$ cat config.mk
export PLATFORM = sky130hd
export DESIGN_NAME = classifier_status_lock_filter_core
export DESIGN_NICKNAME = d
export VERILOG_FILES = /design/src/hw/rtl/slf_pkg.sv /design/src/hw/rtl/slf_cfg_regs.sv /design/src/hw/rtl/classifier_status_lock_filter_core.sv
export VERILOG_INCLUDE_DIRS = /design/src /design/src/hw/rtl
export SDC_FILE = /design/constraint.sdc
export NUM_CORES = 1
export LEC_CHECK = 0
export ABC_CLOCK_PERIOD_IN_PS = 4500
export BUFFER_PORTS_ARGS = -buffer_cell sky130_fd_sc_hd__buf_4
export CAP_MARGIN = 15
export CORE_MARGIN = 2
export CORE_UTILIZATION = 55
export DETAILED_ROUTE_END_ITERATION = 10
export PLACE_DENSITY = 0.78
export SYNTH_ARGS = -nofsm -noshare
export SYNTH_HDL_FRONTEND = slang
export SYNTH_SLANG_ARGS = --single-unit
$ cat constraint.sdc
create_clock -name clk -period 4.5 [get_ports clk]
set_clock_uncertainty 0.1 [all_clocks]
set_input_delay 0.225 -clock clk [delete_from_list [all_inputs] [get_ports clk]]
set_output_delay 0.225 -clock clk [all_outputs]
set_load 0.005 [all_outputs]
$ cat src/hw/rtl/classifier_status_lock_filter_core_macros.svh
// assertion helpers for the rtl filter core
`ifndef CLASSIFIER_STATUS_LOCK_FILTER_CORE_MACROS_SVH
`define CLASSIFIER_STATUS_LOCK_FILTER_CORE_MACROS_SVH

// property checked on every rising clock edge outside reset
`define SLF_ASSERT(label, prop, msg) \
  label: assert property (@(posedge clk) disable iff (rst) (prop)) else $error(msg);

// condition in one cycle implies a result in the next
`define SLF_ASSERT_NEXT(label, pre, post, msg) \
  label: assert property (@(posedge clk) disable iff (rst) (pre) |=> (post)) else $error(msg);

`endif

$ cat src/hw/rtl/slf_pkg.sv
// ----------------------------------------------------------------------------
// slf_pkg
// Shared types and constants of the status lock filter.
// ----------------------------------------------------------------------------
`timescale 1ns / 1ps

package slf_pkg;

  localparam int ADDR_W = 5;
  localparam int DATA_W = 32;

  // class codes
  localparam logic [1:0] CLS_UNKNOWN = 2'd0;
  localparam logic [1:0] CLS_MASK    = 2'd1;
  localparam logic [1:0] CLS_NOMASK  = 2'd2;

  localparam logic [7:0] RUN_MAX = 8'd255;

  // register indexes
  localparam logic [2:0] REG_ESTABLISH_RUN     = 3'd0;
  localparam logic [2:0] REG_QUICK_RELEASE_RUN = 3'd1;
  localparam logic [2:0] REG_RELOCK_RUN        = 3'd2;
  localparam logic [2:0] REG_HOLD_MASK_FRAMES  = 3'd3;
  localparam logic [2:0] REG_HOLD_OTHER_FRAMES = 3'd4;
  localparam logic [2:0] REG_EXTEND_FRAMES     = 3'd5;
  localparam logic [2:0] REG_QUICK_HOLD_FRAMES = 3'd6;

  // register reset values
  localparam logic [7:0] RST_ESTABLISH_RUN     = 8'd5;
  localparam logic [7:0] RST_QUICK_RELEASE_RUN = 8'd8;
  localparam logic [7:0] RST_RELOCK_RUN        = 8'd12;
  localparam logic [7:0] RST_HOLD_MASK_FRAMES  = 8'd90;
  localparam logic [7:0] RST_HOLD_OTHER_FRAMES = 8'd60;
  localparam logic [7:0] RST_EXTEND_FRAMES     = 8'd20;
  localparam logic [7:0] RST_QUICK_HOLD_FRAMES = 8'd60;

  typedef struct packed {
    logic [7:0] establish_run;
    logic [7:0] quick_release_run;
    logic [7:0] relock_run;
    logic [7:0] hold_mask_frames;
    logic [7:0] hold_other_frames;
    logic [7:0] extend_frames;
    logic [7:0] quick_hold_frames;
  } cfg_t;

endpackage

$ cat src/hw/rtl/slf_cfg_regs.sv
// ----------------------------------------------------------------------------
// slf_cfg_regs
// APB-style register file holding the thresholds and hold durations.
// ----------------------------------------------------------------------------
`timescale 1ns / 1ps

module slf_cfg_regs (
  input  logic                        clk,
  input  logic                        rst,
  input  logic                        psel,
  input  logic                        penable,
  input  logic                        pwrite,
  input  logic [slf_pkg::ADDR_W-1:0]  paddr,
  input  logic [slf_pkg::DATA_W-1:0]  pwdata,
  output logic [slf_pkg::DATA_W-1:0]  prdata,
  output logic                        pready,
  output slf_pkg::cfg_t               cfg
);

  logic [2:0] index;
  logic       wr_en;
  logic [7:0] wdata;
  logic [7:0] rdata;

  assign index  = paddr[4:2];
  assign pready = 1'b1;
  assign wr_en  = psel && penable && pwrite && pready;
  assign wdata  = pwdata[7:0];

  always_ff @(posedge clk) begin
    if (rst) begin
      cfg.establish_run     <= slf_pkg::RST_ESTABLISH_RUN;
      cfg.quick_release_run <= slf_pkg::RST_QUICK_RELEASE_RUN;
      cfg.relock_run        <= slf_pkg::RST_RELOCK_RUN;
      cfg.hold_mask_frames  <= slf_pkg::RST_HOLD_MASK_FRAMES;
      cfg.hold_other_frames <= slf_pkg::RST_HOLD_OTHER_FRAMES;
      cfg.extend_frames     <= slf_pkg::RST_EXTEND_FRAMES;
      cfg.quick_hold_frames <= slf_pkg::RST_QUICK_HOLD_FRAMES;
    end else if (wr_en) begin
      unique case (index)
        slf_pkg::REG_ESTABLISH_RUN:     cfg.establish_run     <= wdata;
        slf_pkg::REG_QUICK_RELEASE_RUN: cfg.quick_release_run <= wdata;
        slf_pkg::REG_RELOCK_RUN:        cfg.relock_run        <= wdata;
        slf_pkg::REG_HOLD_MASK_FRAMES:  cfg.hold_mask_frames  <= wdata;
        slf_pkg::REG_HOLD_OTHER_FRAMES: cfg.hold_other_frames <= wdata;
        slf_pkg::REG_EXTEND_FRAMES:     cfg.extend_frames     <= wdata;
        slf_pkg::REG_QUICK_HOLD_FRAMES: cfg.quick_hold_frames <= wdata;
        default: ;
      endcase
    end
  end

  always_comb begin
    unique case (index)
      slf_pkg::REG_ESTABLISH_RUN:     rdata = cfg.establish_run;
      slf_pkg::REG_QUICK_RELEASE_RUN: rdata = cfg.quick_release_run;
      slf_pkg::REG_RELOCK_RUN:        rdata = cfg.relock_run;
      slf_pkg::REG_HOLD_MASK_FRAMES:  rdata = cfg.hold_mask_frames;
      slf_pkg::REG_HOLD_OTHER_FRAMES: rdata = cfg.hold_other_frames;
      slf_pkg::REG_EXTEND_FRAMES:     rdata = cfg.extend_frames;
      slf_pkg::REG_QUICK_HOLD_FRAMES: rdata = cfg.quick_hold_frames;
      default:                        rdata = 8'd0;
    endcase
  end

  assign prdata = {{(slf_pkg::DATA_W-8){1'b0}}, rdata};

endmodule

$ cat src/hw/rtl/classifier_status_lock_filter_core.sv
// ----------------------------------------------------------------------------
// classifier_status_lock_filter_core
// Smooths a stream of per-frame classes with a run counter and a class lock.
// ----------------------------------------------------------------------------
// channel  | direction | handshake            | payload
// input    | in        | in_valid / in_stall  | raw_class (2 bit)
// output   | out       | out_valid / out_stall| smooth_class (2 bit)
// config   | in        | psel/penable/pwrite  | paddr, pwdata, prdata
//
// one item per cycle while in_stall is low; its result reaches the output
// register in the cycle after it is taken, set by the run/lock state update.
// rst (synchronous) clears run, lock and fallback state and loads the
// register defaults; no clearing pass is needed.
// in_stall is high only while a result waits in the output register and
// out_stall is high; a result taken in the same cycle frees room for an item.
// ----------------------------------------------------------------------------
`timescale 1ns / 1ps

`include "classifier_status_lock_filter_core_macros.svh"

module classifier_status_lock_filter_core (
  input  logic                        clk,
  input  logic                        rst,
  input  logic                        in_valid,
  output logic                        in_stall,
  input  logic [1:0]                  raw_class,
  output logic                        out_valid,
  input  logic                        out_stall,
  output logic [1:0]                  smooth_class,
  input  logic                        psel,
  input  logic                        penable,
  input  logic                        pwrite,
  input  logic [slf_pkg::ADDR_W-1:0]  paddr,
  input  logic [slf_pkg::DATA_W-1:0]  pwdata,
  output logic [slf_pkg::DATA_W-1:0]  prdata,
  output logic                        pready
);

  slf_pkg::cfg_t cfg;

  logic       started;
  logic [1:0] fallback_class;
  logic [1:0] last_raw;
  logic [7:0] run_length;
  logic [1:0] lock_class;
  logic [7:0] lock_left;

  logic       started_next;
  logic [1:0] fallback_class_next;
  logic [7:0] run_length_next;
  logic [1:0] lock_class_next;
  logic [7:0] lock_left_next;
  logic [1:0] result;

  logic       accept;
  logic [7:0] left_dec;
  logic [7:0] hold_raw;
  logic [1:0] fallback_res;

  slf_cfg_regs u_cfg_regs (
    .clk     (clk),
    .rst     (rst),
    .psel    (psel),
    .penable (penable),
    .pwrite  (pwrite),
    .paddr   (paddr),
    .pwdata  (pwdata),
    .prdata  (prdata),
    .pready  (pready),
    .cfg     (cfg)
  );

  assign in_stall = out_valid && out_stall;
  assign accept   = in_valid && !in_stall;

  assign left_dec     = (lock_left != 8'd0) ? lock_left - 8'd1 : 8'd0;
  assign hold_raw     = (raw_class == slf_pkg::CLS_MASK) ? cfg.hold_mask_frames
                                                         : cfg.hold_other_frames;
  assign fallback_res = (fallback_class != slf_pkg::CLS_UNKNOWN) ? fallback_class
                                                                 : raw_class;

  always_comb begin
    started_next        = started;
    fallback_class_next = fallback_class;
    run_length_next     = run_length;
    lock_class_next     = lock_class;
    lock_left_next      = lock_left;
    result              = raw_class;

    if (!started) begin
      // first item passes through and becomes the fallback
      started_next        = 1'b1;
      fallback_class_next = raw_class;
    end else begin
      if (raw_class == last_raw) begin
        if (run_length != slf_pkg::RUN_MAX) begin
          run_length_next = run_length + 8'd1;
        end
      end else begin
        run_length_next = 8'd1;
      end

      result = fallback_res;
      if (lock_class != slf_pkg::CLS_UNKNOWN) begin
        lock_left_next = left_dec;
        if (left_dec != 8'd0) begin
          result = lock_class;
          // long no-mask run breaks a mask lock early
          if (lock_class == slf_pkg::CLS_MASK && raw_class == slf_pkg::CLS_NOMASK &&
              run_length_next >= cfg.quick_release_run) begin
            lock_class_next = raw_class;
            lock_left_next  = cfg.quick_hold_frames;
            result          = raw_class;
          end
        end else if (run_length_next >= cfg.relock_run && raw_class != lock_class) begin
          lock_class_next = raw_class;
          lock_left_next  = hold_raw;
          result          = raw_class;
        end else if (run_length_next < cfg.relock_run) begin
          lock_left_next = cfg.extend_frames;
          result         = lock_class;
        end
      end else if (run_length_next >= cfg.establish_run) begin
        lock_class_next = raw_class;
        lock_left_next  = hold_raw;
        result          = raw_class;
      end
    end
  end

  always_ff @(posedge clk) begin
    if (rst) begin
      started        <= 1'b0;
      fallback_class <= slf_pkg::CLS_UNKNOWN;
      last_raw       <= slf_pkg::CLS_UNKNOWN;
      run_length     <= 8'd0;
      lock_class     <= slf_pkg::CLS_UNKNOWN;
      lock_left      <= 8'd0;
    end else if (accept) begin
      started        <= started_next;
      fallback_class <= fallback_class_next;
      if (started) begin
        last_raw <= raw_class;
      end
      run_length <= run_length_next;
      lock_class <= lock_class_next;
      lock_left  <= lock_left_next;
    end
  end

  always_ff @(posedge clk) begin
    if (rst) begin
      out_valid <= 1'b0;
    end else if (accept) begin
      out_valid <= 1'b1;
    end else if (!out_stall) begin
      out_valid <= 1'b0;
    end
  end

  always_ff @(posedge clk) begin
    if (accept) begin
      smooth_class <= result;
    end
  end

  `SLF_ASSERT_NEXT(a_first_item_passes, accept && !started,
                   out_valid && smooth_class == $past(raw_class),
                   "first item did not pass through")
  `SLF_ASSERT(a_no_lock_before_start,
              !started |-> (lock_class == slf_pkg::CLS_UNKNOWN && run_length == 8'd0),
              "lock or run state moved before the first item")
  `SLF_ASSERT_NEXT(a_run_counts_up,
                   accept && started && raw_class == last_raw &&
                   run_length != slf_pkg::RUN_MAX,
                   run_length == $past(run_length) + 8'd1,
                   "run counter did not advance on a repeated class")
  `SLF_ASSERT_NEXT(a_state_holds_idle, !accept,
                   $stable(lock_class) && $stable(lock_left) && $stable(run_length),
                   "filter state changed without an item")

endmodule

# Word-level counts from Yosys, hierarchy flattened
# Cells that the tools add are included.
[op_classes]
n_shift = 0
n_mux = 26
n_reduce_logical = 25
div_mod_pow = 0
n_addsub = 2
magnitude_cmp = 4
mul = 0
bitwise_logic = 1
n_eq_ne = 14
[ops]
columns = ["cell", "count"]
rows = [
  ["8-bit two-way mux", 11],
  ["8-bit one-hot mux with 7 select lines", 1],
  ["8-bit greater-or-equal comparator", 3],
  ["2-bit two-way mux", 12],
  ["2-bit AND reduction", 9],
  ["8-bit nonzero test", 2],
  ["3-bit equality test (second input constant)", 3],
  ["8-bit by 1-bit adder with 8-bit output (second input constant)", 1],
  ["8-bit less-than comparator", 1],
  ["8-bit inequality test (second input constant)", 1],
  ["8-bit by 1-bit subtractor with 8-bit output (second input constant)", 1],
  ["1-bit logical AND", 7],
  ["3-bit by 2-bit equality test with 1-bit output (second input constant)", 2],
  ["2-bit nonzero test", 3],
  ["2-bit by 1-bit equality test with 1-bit output (second input constant)", 2],
  ["4-bit AND reduction", 1],
  ["3-bit by 1-bit equality test with 1-bit output (second input constant)", 1],
  ["3-bit logical NOT", 1],
  ["3-bit by 1-bit inequality test with 1-bit output (second input constant)", 1],
  ["3-bit AND reduction", 1],
  ["2-bit equality test", 1],
  ["2-bit equality test (second input constant)", 1],
  ["1-bit two-way mux", 2],
  ["2-bit by 1-bit inequality test with 1-bit output (second input constant)", 1],
  ["3 further kinds", 3],
]
[word_totals]
regBits = 82
input_bits = 46
latch_bits = 0
memories = 0
mem_bits_rw = 0
romBits = 0

# Longest topological paths before layout
# Gate-level depths: netlist of the first run.
[depth]
ltp_word = 10
ltp_mapped = 16

# Hierarchy
# From an unflattened synthesis of the first run, not the netlist that was laid out.
[hier_totals]
cells_unflattened = 676
hier_area_um2 = 5696.7
[by_module_without_submodules]
columns = ["module", "seq_area_each_um2", "instances", "area_per_inst_um2", "cells_per_inst"]
rows = [
  ["slf_cfg_regs", 1121.1, 1, 3020.4, 323],
  ["classifier_status_lock_filter_core", 540.5, 1, 2676.3, 353],
]

# Least setup slack after synthesis of the first run
# OpenSTA, ideal clock, no wires.
[synth_timing]
path_kind = "register to register"
startpoint = "register run_length[0]"
endpoint = "register lock_left[3]"
setup_ps = 137
n_path_buf = 0
required_ps = 4263
path_stages_with_launch = 14
arrival_ps = 3382
path_slack_ps = 880
cell_sequence = "dfxtp_1 > ha_1 > and3_1 > nand3_1 > xor2_1 > nor2_1 > ha_1 > nor3b_1 > o21ai_0 > a2111oi_1 > nor2_1 > mux2_2 > a211oi_1 > a211oi_1"
[synth_between]
elab_chain_len = 9
[synth_rtl]
columns = ["element", "line_no", "source"]
rows = [
  ["from (decl)", "classifier_status_lock_filter_core.sv:44", "logic [7:0] run_length;"],
  ["from (signal assigned)", "classifier_status_lock_filter_core.sv:145", "run_length <= run_length_next;"],
  ["8-bit by 1-bit adder with 8-bit output or 8-bit inequality test (tied branches)", "classifier_status_lock_filter_core.sv:97, classifier_status_lock_filter_core.sv:96", ""],
  ["8-bit two-way mux (*)", "classifier_status_lock_filter_core.sv:96", "if (run_length != slf_pkg::RUN_MAX) begin"],
  ["8-bit two-way mux (*)", "classifier_status_lock_filter_core.sv:95", "if (raw_class == last_raw) begin"],
  ["8-bit two-way mux (*)", "classifier_status_lock_filter_core.sv:90", "if (!started) begin"],
  ["8-bit less-than comparator, or another cell as far along", "classifier_status_lock_filter_core.sv:119", "end else if (run_length_next < cfg.relock_run) begin"],
  ["8-bit two-way mux, or another cell as far along", "classifier_status_lock_filter_core.sv:119", ""],
  ["8-bit two-way mux, on equally long branches", "classifier_status_lock_filter_core.sv:115, classifier_status_lock_filter_core.sv:109", ""],
  ["8-bit two-way mux", "classifier_status_lock_filter_core.sv:106", "if (left_dec != 8'd0) begin"],
  ["8-bit two-way mux", "classifier_status_lock_filter_core.sv:104", "if (lock_class != slf_pkg::CLS_UNKNOWN) begin"],
  ["to (signal assigned)", "classifier_status_lock_filter_core.sv:147", "lock_left <= lock_left_next;"],
  ["to (decl)", "classifier_status_lock_filter_core.sv:46", "logic [7:0] lock_left;"],
]
# Every way passes the cells marked *; elsewhere a longest branch is shown, timed or not. The select of a mux whose other input is x is not followed.
# A chain may end at the register's enable or synchronous reset.

# Worst setup path after layout of the first run
[layout_timing]
startpoint = "register run_length[0]"
endpoint = "register lock_left[1]"
# The elaborated chain is that of the path after synthesis.

==> results of run 1 <==
==> cell usage in the layout (no fill, tap or decap), drive strengths merged, types with 6 or more instances in the layout <==
master	netlist	final
inv	37	38
mux4	6	6
a21oi	24	24
buf	34	32
nand2	41	41
mux2	6	6
clkbuf	28	11
conb	2	25
a31oi	6	6
a211o	20	20
a211oi	17	17
ha	26	26
dfxtp	80	80
mux2i	63	63
nor2	104	104
o21ai	24	24
nor2b	20	20
and3	6	6
nor3	6	6
or3	6	6
==> per-layer routing <==
metal | global-route usage | vias up
met3 | 0.04900 | 16
met5 | 0 | -
met2 | 0.4205 | 155
met4 | 0.07484 | 0
li1 | - | 2172
met1 | 0.3512 | 2179
==> synthesized netlist by cell type, drive strengths merged (3+ instances only) <==
master / count
a311oi: 4
nand2: 41
inv: 37
ha: 26
nor2b: 20
nand4: 3
mux2i: 63
clkbuf: 28
mux2: 6
nor3: 6
o221ai: 3
nand2b: 3
mux4: 6
and3: 6
dfxtp: 80
o21ai: 24
xnor2: 5
a221oi: 3
a211o: 20
buf: 34
nor2: 104
a31oi: 6
nand3: 5
a211oi: 17
or3: 6
a21oi: 24
==> critical path, delay by kind of cell (launching register included) <==
kind	cells	cell delay, ns
adders and majority gates	2	0.53
xor gates and xnor gates	1	0.16
DFF	1	0.39
AOI/OAI and AO/OA	4	1.70
and+or+nand+nor	7	1.11
==> power by group <==
| group | switching, mW | leakage [nW] | internal (mW) |
|---|---|---|---|
| clock | 0.293 | 0.101 | 0.250 |
| sequential | 0.00875 | 0.666 | 0.738 |
| combinational | 0.0896 | 1.47 | 0.0577 |
| total | 0.391 | 2.24 | 1.05 |
==> logic make-up after synthesis <==
| logic type | Yosys count | share of synthesized area |
|---|---|---|
| AND/OR/NAND/NOR | 209 | 0.1860 |
| AO/OA/AOI/OAI | 127 | 0.1734 |
| buffers and inverters | 99 | 0.09052 |
| flip-flops | 82 | 0.3163 |
| multiplexers | 75 | 0.1586 |
| adder cells (fa/ha/maj) | 26 | 0.06193 |
| XOR/XNOR | 7 | 0.01167 |
| other | 2 | 0.001430 |
==> repair_timing <==
| item | CTS | global route |
|---|---|---|
| setup buffers | 0 | 0 |
| hold buffers | 1 | 0 |
| gates resized for setup | 0 | 3 |
| endpoints found under the hold margin | 1 | 0 |
| setup endpoints to repair | 0 | 9 |
==> area by class of cell <==
type,count,area [sq um]
clock buffer,11,162.7
sequential,82,1662
clock inverter,5,35.03
inverter,37,138.9
tap,129,161.4
multi-input combinational,469,3221
fill,815,3610
timing repair buffer,33,250.2
==> sequential cells by signal, indices dropped and copies added, names as in the netlist <==
name / count
u_cfg_regs.cfg: 56
lock_left: 8
run_length: 8
fallback_class: 2
last_raw: 2
lock_class: 2
smooth_class: 2
out_valid: 1
started: 1
==> stage by stage <==
| step | hold slack (ns) | instance area [sq um] |
|---|---|---|
| 2_1_floorplan | 0.2428 | 5339 |
| 3_3_place_gp | 0.3483 | 5404 |
| 3_5_place_dp | 0.3593 | 5404 |
| 4_1_cts | 0.008261 | 5612 |
| 5_1_grt | 0.01491 | 5630 |
| 6_report | 0.01496 | 5630 |
==> worst max-delay path by stage <==
stage / start / end / slack (ns) / depth (start not counted)
6_report: run_length[0] / lock_left[1] / 0.35 / 14
5_1_grt: run_length[0] / lock_left[1] / 0.05 / 14
4_1_cts: run_length[0] / lock_left[7] / 0.32 / 14
3_5_place_dp: run_length[0] / lock_left[7] / 0.34 / 14
3_3_place_gp: run_length[0] / lock_class[1] / 0.50 / 13
2_1_floorplan: run_length[0] / lock_left[3] / 0.88 / 13
==> metrics.md, run 1 <==
| Metric | Value |
|---|---|
| Final WL | between 10 and 15 mm |
| Total Power | 1.438 mW |
| Antenna violations before repair | 0 |
| Critical-path cell list | ha_1 -> and3_1 -> nand3_1 -> nand4_1 -> xor2_1 -> nor2_1 -> ha_1 -> and3_1 -> nand2_1 -> o31ai_1 -> o31a_1 -> o21ai_0 -> a211oi_1 -> nor3_1 |
| Setup TNS | 0 ns |
| Leading post-synthesis cells by cell area | dfxtp_1 30%, mux2i_1 12%, nor2_1 7.4% |
| Core Area | around 0.0092 sq mm |
| GP Congestion | around 1.0 |
| Fraction of the yosys area taken by sequential cells | 0.3163 |
| Syn avg cell area | roughly 8.4 sq um |
| Synth top area share | 0.3049 |
| Critical path type | flip-flop to flip-flop |
| Final hold viol count | 0 |
| Dpl hpwl | between 9 and 10 mm |
| Pwr dens | around 260 mW/mm^2 |
| RSZ-0062 raised after global routing | false |
| CTS tree | yes |
| Layout cell share with drive strength beyond 1 | 0.1083 |
| Hold path start | pwdata[2] |
| Grt total ovfl | 0 |
| CTS H-tree lvls | 3 |
| Synth-to-Final Area Change | 7.194% |
| DRT iter0 DRCs | a little under 300 |
| Hold path cells | 2 |
| Final Non-Filler Cells | 766 |
| Clock latency on the worst-skew pair | 0.37 ns |
| Static leakage | between 2 and 2.5 nW |
| Die area | slightly above 0.01 sq mm |
| Largest net degree at the start of global routing | around 80 |
| CP peak stage delay | between 0.6 and 0.7 ns |
| Post-Syn Instances | ~630 |
| Diode count | 0 |
| WL per Instance | between 15 and 20 um |
| Vias in the first global route | ~4,200 |
| WL met2 | just over 6 mm |
| Max-slew violations | 0 |
| Status | finished clean |
| Slew @ Worst Pin | roughly 1.1 ns |
| Die width | between 100 and 150 um |
| Layout Nets | just over 700 |
| Worst flop-to-flop path endpoint | lock_left[1] |
| WL met3 | 786 um |
| Top FF cell, synth | dfxtp_1 |
| Initial Utilization | 0.5684 |
| Fin crit share | 0.9227 |
| Slowest CP cell | o31a_1 |
| Remaining DRCs | 0 |
| Hold endpoint | u_cfg_regs.cfg[10] |
| Setup WS pre-CTS | 0.3368 ns |
| Post-synth EDFFs | 2 |
| Tmin final | slightly above 4 ns |
| VDD IR-drop max | about 0.15 mV |
| First-pass GRT wire length | 20.69 mm |
| Rows | 35 |
| DRT Pass-1 Iters | 5 |
| Number of max-cap violations | 0 |
| Setup crit start kind | flip-flop |
| Synthesis Warnings | 0 |
| Maximum clock rate | 240.8 MHz |
| Die Ht | between 100 and 150 um |
| Clock Sinks | 82 |
| Worst Path Required | 4.63 ns |
| Hold crit path type | input port to flip-flop |
| Worst R2R Setup Slack | between 0.3 and 0.4 ns |
| Clock Tree Buf Depth | 2 |
| M1 WL | around 5.9 mm |
| Inserted Clock Buffers | 9 |
| Data arrival, critical path | 4.28 ns |
| FFs w/ async S/R, synth | 0 |
| Total track usage | 0.2589 |
| PortBufs | 31 |
| R2R Path Start | run_length[0] |
| Top sig layer | met4 |
| Worst-path clk slew | roughly 0.090 ns |
| Worst R2R Path Depth | 14 |
| Finished Core Util | 0.6093 |
| Crit. End Element | flip-flop |
| Root buf cell | clkbuf_8 |
| Netlist cell types | 69 |
| Synthesized area | about 0.0053 sq mm |
| Final WS setup | 0.3478 ns |
| I/O Pins | between 80 and 90 |
| Dpl cells | 749 |
| Synth Register Bits | 82 |
| Slew HR | 0.2428 |
| Post-route ant nets | 0 |
| Crit-path max FO | 19 |
| Leading area contributor after synthesis | dfxtp_1 |
| Vias/cell | 5.903 |
| Vias | around 4,500 |
| Endpoints failing setup | 0 |
Power figures use the tool's default switching activity.
==> run 2: changes to the inputs <==
--- a/config.mk
+++ b/config.mk
@@ -11,6 +11,7 @@
 export CAP_MARGIN = 15
 export CORE_MARGIN = 2
 export CORE_UTILIZATION = 55
+export CTS_BUF_LIST = sky130_fd_sc_hd__clkbuf_4
 export DETAILED_ROUTE_END_ITERATION = 10
 export PLACE_DENSITY = 0.78
 export SYNTH_ARGS = -nofsm -noshare
==> metrics.md, run 2 (same netlist as run 1, synthesis figures left out) <==
| Metric | Value |
|---|---|
| Data arrival, critical path | 4.35 ns (+0.07 ns) |
| Worst Path Required | 4.69 ns (+0.06 ns) |
| Inserted Clock Buffers | 9 (unchanged) |
| Clock share of power | 0.328 (-0.050) |
| Core Area | 0.009240 sq mm (unchanged) |
| Die Ht | 101.7 um (unchanged) |
| Finished Core Util | 0.6135 (+0.004198) |
| Total net switching power | 0.3718 mW (-5.0%) |
| WL per Instance | 16.72 um (-1.1%) |
| Power Internal | 0.9714 mW (-7.2%) |
| Largest net degree at the start of global routing | 81 (unchanged) |
| Top Registers | u_cfg_regs.cfg: 56 flops, lock_left: 8 flops, run_length: 8 flops |
| Most common cell after layout, fill and taps aside | nor2_1 |
| Commonest non-fill, non-tap cells in the layout | 103 x nor2_1, 80 x dfxtp_1, 63 x mux2i_1 |
| Number of max-cap violations | 0 (unchanged) |
| CTS tree | yes |
| GP Congestion | 0.9960 (unchanged) |
| Max FFs per register | 56 (unchanged) |
| Slew @ Worst Pin | 1.138 ns (+0.006204 ns) |
| Die width | 101.7 um (unchanged) |
| Flop pwr share | 0.557 (+0.037) |
| Dpl hpwl | 9.331 mm (unchanged) |
| GRT met1 Usage | 0.3516 (+0.0004277) |
| Total track usage | 0.2580 (-0.0008654) |
| Die area | 0.01035 sq mm (unchanged) |
| Critical path type | flip-flop to flip-flop |
| Dpl cells | 749 (unchanged) |
| Setup TNS | 0 ns (unchanged) |
| Vias | 4,546 (+0.53%) |
| Root buf cell | clkbuf_4 |
| Clock latency on the worst-skew pair | 0.44 ns (+0.07 ns) |
| Diode count | 0 (unchanged) |
| DRT iter0 DRCs | 289 (-0.69%) |
| First-pass GRT wire length | 20.72 mm (+0.13%) |
| CP peak stage delay | 0.47 ns (-0.17 ns) |
| Clock Sinks | 82 (unchanged) |
| Pwr dens | 236.9 mW/mm^2 (-7.2%) |
| Crit-path max FO | 9 (-10) |
| Clock Tree Buf Depth | 2 (unchanged) |
| Remaining DRCs | 0 (unchanged) |
| I/O Pins | 83 (unchanged) |
| Vias in the first global route | 4,231 (+1.2%) |
| Max-slew violations | 0 (unchanged) |
| Layout Nets | 714 (+1.4%) |
| DRT Pass-1 Iters | 5 (unchanged) |
| Final hold viol count | 0 (unchanged) |
| Endpoints failing setup | 0 (unchanged) |
| Worst-path clk slew | 0.13 ns (+0.04 ns) |
| Rows | 35 (unchanged) |
| Final WS setup | 0.3406 ns (-0.007229 ns) |
| VDD IR-drop max | 0.2161 mV (+43%) |
| Setup crit start kind | flip-flop |
| Final WL | 12.98 mm (+0.23%) |
| Maximum clock rate | 240.4 MHz (-0.17%) |
| PortBufs | 31 (unchanged) |
| Crit. End Element | flip-flop |
| Vias/cell | 5.858 (-0.76%) |
| Critical-path cell list | ha_1 -> and3_1 -> nand3_1 -> xor2_1 -> nor2_1 -> ha_1 -> nor3b_1 -> o21ai_0 -> a2111oi_1 -> buf_4 -> nor2_1 -> mux2_2 -> a211oi_1 -> a211oi_1 |
| Final Non-Filler Cells | 776 (+1.3%) |
| Slowest CP cell | a2111oi_1 |
| Initial Utilization | 0.5684 (unchanged) |
| Grt met3 use | 0.03934 (-0.009662) |
| M2 GR Usage | 0.4281 (+0.007591) |
| Grt total ovfl | 0 (unchanged) |
| CTS H-tree lvls | 3 (unchanged) |
| Setup WS pre-CTS | 0.3368 ns (unchanged) |
| Slew HR | 0.2387 (-0.004152) |
| Switching part of the total | 0.2768 (+0.004515) |
| Total Power | 1.343 mW (-6.6%) |
| Static leakage | 2.254 nW (+0.65%) |
| Antenna violations before repair | 0 (unchanged) |
| Hold crit path type | input port to flip-flop |
| Post-route ant nets | 0 (unchanged) |
| Busiest layer in global routing | met2 |
| Reg with most FFs | u_cfg_regs.cfg |
| Synth-to-Final Area Change | 7.932% |
| Fin crit share | 0.9243 (+0.001606) |
| RSZ-0062 raised after global routing | false |
| Status | finished clean |
| Layout cell share with drive strength beyond 1 | 0.1051 (-0.003220) |
| Comb pwr share | 0.115 (+0.013) |
| Tmin final | 4.159 ns (+0.007229 ns) |
## run 2: cell count changes in the layout (fill, tap and decap cells not counted)
cell / previous run / this run
bufinv_16: 0 / 1
clkinv_1: 0 / 1
clkbuf_4: 0 / 9
clkbuf_8: 10 / 0
clkbuf_16: 1 / 0
dlygate4sd3_1: 1 / 11
## run 2: cell type report
type                    count  area (sq um)
fillers                   810          3571
multi-input cells         469          3221
flip-flops and latches     82          1662
repair buffers             43         350.3
well taps                 129         161.4
inverters                  37         138.9
clock inverters             7         68.82
clock buffers               9         67.56
## run 2: layer usage
metal / routed length [um] / vias up / part of all wire
met2: 6186 / 166 / 0.48
met3: 732 / 21 / 0.056
li1: - / 2195 / -
met1: 5828 / 2164 / 0.45
met5: 0 / - / 0
met4: 228 / 0 / 0.018
## run 2: timing repair
| item | in CTS | in global routing |
|---|---|---|
| resized for setup | 0 | 3 |
| setup endpoints to repair | 0 | 10 |
| hold buffers | 11 | 0 |
| endpoints found under the hold margin | 37 | 0 |
| setup buffers | 0 | 0 |
## run 2: per-stage QoR
step	hold slack, ns	cell area [sq um]
2_1_floorplan	0.2428	5339
3_3_place_gp	0.3483	5404
3_5_place_dp	0.3593	5404
4_1_cts	0.04115	5650
5_1_grt	0.09660	5669
6_report	0.05287	5669
## run 2: power by group through the flow
stage | Combinational, mW | Clock [mW] | Sequential (mW)
2_1_floorplan | 0.111 | 0 | 0.761
6_report | 0.155 | 0.440 | 0.748
3_3_place_gp | 0.141 | 0 | 0.764
5_1_grt | 0.170 | 0.474 | 0.750
3_5_place_dp | 0.144 | 0 | 0.764
4_1_cts | 0.152 | 0.451 | 0.748
## run 2: path summary, 6_finish.rpt
path                 start           end  slack [ns]  cells after the start
max reg2reg  run_length[0]  lock_left[3]        0.34                     14
min reg2reg    last_raw[0]   last_raw[0]        0.38                      2
min              out_stall     out_valid        0.05                      5
max          run_length[0]  lock_left[3]        0.34                     14
## run 2: worst max-delay path, delay by kind of cell (launching register included)
kind / cells / cell delay (ns)
DFF: 1 / 0.41
and+or+nand+nor: 5 / 1.17
buffers and inverters: 1 / 0.22
AOI/OAI and AO/OA: 4 / 1.01
muxes: 1 / 0.35
xor gates and xnor gates: 1 / 0.21
adders and majority gates: 2 / 0.54
==> run 3: changes to the inputs <==
--- a/config.mk
+++ b/config.mk
@@ -8,12 +8,11 @@
 export LEC_CHECK = 0
 export ABC_CLOCK_PERIOD_IN_PS = 4500
 export BUFFER_PORTS_ARGS = -buffer_cell sky130_fd_sc_hd__buf_4
-export CAP_MARGIN = 15
 export CORE_MARGIN = 2
 export CORE_UTILIZATION = 55
 export CTS_BUF_LIST = sky130_fd_sc_hd__clkbuf_4
 export DETAILED_ROUTE_END_ITERATION = 10
-export PLACE_DENSITY = 0.78
+export PLACE_DENSITY = 0.88
 export SYNTH_ARGS = -nofsm -noshare
 export SYNTH_HDL_FRONTEND = slang
 export SYNTH_SLANG_ARGS = --single-unit
==> metrics.md, run 3 (same netlist as run 1, synthesis figures left out) <==
| Metric | Value |
|---|---|
| Status | finished clean |
| Worst R2R Setup Slack | 0.24 ns (-0.10 ns) |
| Final hold viol count | 0 (unchanged) |
| Reg with most FFs | u_cfg_regs.cfg |
| WL per Instance | 17.31 um (+3.5%) |
| Fin area | 0.005710 sq mm (+0.73%) |
| Worst flop-to-flop path endpoint | lock_left[5] |
| Total Power | 1.403 mW (+4.5%) |
| Data arrival, critical path | 4.47 ns (+0.12 ns) |
| Clock Sinks | 82 (unchanged) |
| Commonest non-fill, non-tap cells in the layout | 100 x nor2_1, 80 x dfxtp_1, 63 x mux2i_1 |
| Vias in the first global route | 4,548 (+7.5%) |
| Diode count | 0 (unchanged) |
| Grt met3 use | 0.04417 (+0.004831) |
| Fin crit share | 0.9466 (+0.02231) |
| Worst R2R Path Depth | 13 (-1) |
| Max-slew violations | 0 (unchanged) |
| Die area | 0.01035 sq mm (unchanged) |
| VDD IR-drop max | 0.1576 mV (-27%) |
| Finished Core Util | 0.6180 (+0.004468) |
| M2 GR Usage | 0.4453 (+0.01721) |
| Max FFs per register | 56 (unchanged) |
| Critical path type | flip-flop to flip-flop |
| Worst Path Required | 4.71 ns (+0.02 ns) |
| Rows | 35 (unchanged) |
| Crit-path max FO | 9 (unchanged) |
| Endpoints failing setup | 0 (unchanged) |
| Tmin final | 4.260 ns (+0.1004 ns) |
| Sequential Area | 0.001662 sq mm (unchanged) |
| Placed inst area | 0.005419 sq mm (+0.28%) |
| Busiest layer in global routing | met2 |
| Hold crit path type | input port to flip-flop |
| Multi-input gate area | 0.003223 sq mm (about the same) |
| Antenna violations before repair | 0 (unchanged) |
| Slew HR | 0.1976 (-0.04106) |
| Worst-path clk slew | 0.16 ns (+0.03 ns) |
| Number of max-cap violations | 0 (unchanged) |
| Clock latency on the worst-skew pair | 0.46 ns (+0.02 ns) |
| Post-CTS setup buffers | 0 (unchanged) |
| Setup TNS | 0 ns (unchanged) |
| Hold path start | out_stall |
| Initial Utilization | 0.5684 (unchanged) |
| Hold endpoint | out_valid |
| Setup WS pre-CTS | 0.1630 ns (-0.1738 ns) |
| Final WS setup | 0.2402 ns (-0.1004 ns) |
| Post-route ant nets | 0 (unchanged) |
| Core Area | 0.009240 sq mm (unchanged) |
| Dpl cells | 751 (+0.27%) |
| I/O Pins | 83 (unchanged) |
| Maximum clock rate | 234.8 MHz (-2.4%) |
| Fill count | 734 (-9.4%) |
| Setup crit start kind | flip-flop |
| Root buf cell | clkbuf_4 |
| First-pass GRT wire length | 21.47 mm (+3.6%) |
| Inserted Clock Buffers | 9 (unchanged) |
| Most common cell after layout, fill and taps aside | nor2_1 |
| GRT met1 Usage | 0.3305 (-0.02111) |
| GP Congestion | 0.9034 (-9.3%) |
| DRT iter0 DRCs | 379 (+31%) |
| Hold path cells | 5 (unchanged) |
| Top Registers | u_cfg_regs.cfg: 56 flops, lock_left: 8 flops, run_length: 8 flops |
| Clock Tree Buf Depth | 2 (unchanged) |
| Vias | 4,701 (+3.4%) |
| Grt total ovfl | 0 (unchanged) |
| Static leakage | 2.279 nW (+1.1%) |
| PortBufs | 31 (unchanged) |
| Synth-to-Final Area Change | 8.718% |
| Total track usage | 0.2657 (+0.007663) |
| Vias/cell | 6.042 (+3.1%) |
| Die Ht | 101.7 um (unchanged) |
| Layout Nets | 716 (+0.28%) |
| Die width | 101.7 um (unchanged) |
| CTS tree | yes |
| Largest net degree at the start of global routing | 81 (unchanged) |
| Final Non-Filler Cells | 778 (+0.26%) |
| DRT Pass-1 Iters | 5 (unchanged) |
| Hold slack | 0.01231 ns (-0.04056 ns) |
| Final WL | 13.47 mm (+3.8%) |
| R2R Path Start | run_length[0] |
| Dpl hpwl | 9.530 mm (+2.1%) |
| CTS H-tree lvls | 3 (unchanged) |
| Pwr dens | 245.7 mW/mm^2 (+3.7%) |
| Remaining DRCs | 0 (unchanged) |
| Slew @ Worst Pin | 1.199 ns (+0.06137 ns) |
| Crit. End Element | flip-flop |
| Layout cell share with drive strength beyond 1 | 0.1140 (+0.008921) |
-- run 3: critical path, stage by stage, from the launching register on --
cell and delay (ns):
dfxtp_1 0.43, ha_1 0.25, and3_1 0.26, nand3_1 0.25, a31oi_1 0.55, ha_1 0.21, o21ai_0 0.11, o21ai_0 0.38
a2111oi_1 0.18, buf_4 0.19, nor2_2 0.41, mux2_2 0.40, a211oi_1 0.27, a211oi_1 0.11
-- run 3: timing repair --
item                                   4_1_cts  5_1_grt
endpoints found under the hold margin       52        0
hold buffers                                11        0
gates resized for setup                      0        6
setup endpoints to repair                    0        9
-- run 3: cell type report --
type | instances | share of cell area
multi-input cells | 469 | 0.5644
flip-flops and latches | 82 | 0.2910
repair buffers | 45 | 0.06398
well taps | 129 | 0.02826
inverters | 37 | 0.02432
clock inverters | 7 | 0.01621
clock buffers | 9 | 0.01183
-- run 3: how the worst max path moves through the flow --
stage / startpoint / endpoint / slack, ns / cells after the start
after floorplan: run_length[0] / lock_left[3] / 0.88 / 13
after global placement: run_length[0] / lock_class[1] / 0.49 / 13
final: run_length[0] / lock_left[5] / 0.24 / 13
after detailed placement: run_length[0] / lock_left[2] / 0.16 / 14
after CTS: run_length[0] / lock_left[2] / 0.14 / 14
after global routing: run_length[0] / lock_left[5] / -0.02 / 13
-- run 3: power breakdown --
group	switching (mW)	leakage, nW	internal (mW)	total, mW
logic	0.0935	1.52	0.0637	0.157
clock network	0.308	0.0888	0.189	0.497
registers	0.00914	0.666	0.740	0.749
-- run 3: per-layer routing --
metal  wire [um]  vias to the layer above  share of wire
li1            -                     2213              -
met4         373                        0          0.028
met1        5291                     2180           0.39
met5           0                        -              0
met3        1250                       36          0.093
met2        6552                      272           0.49
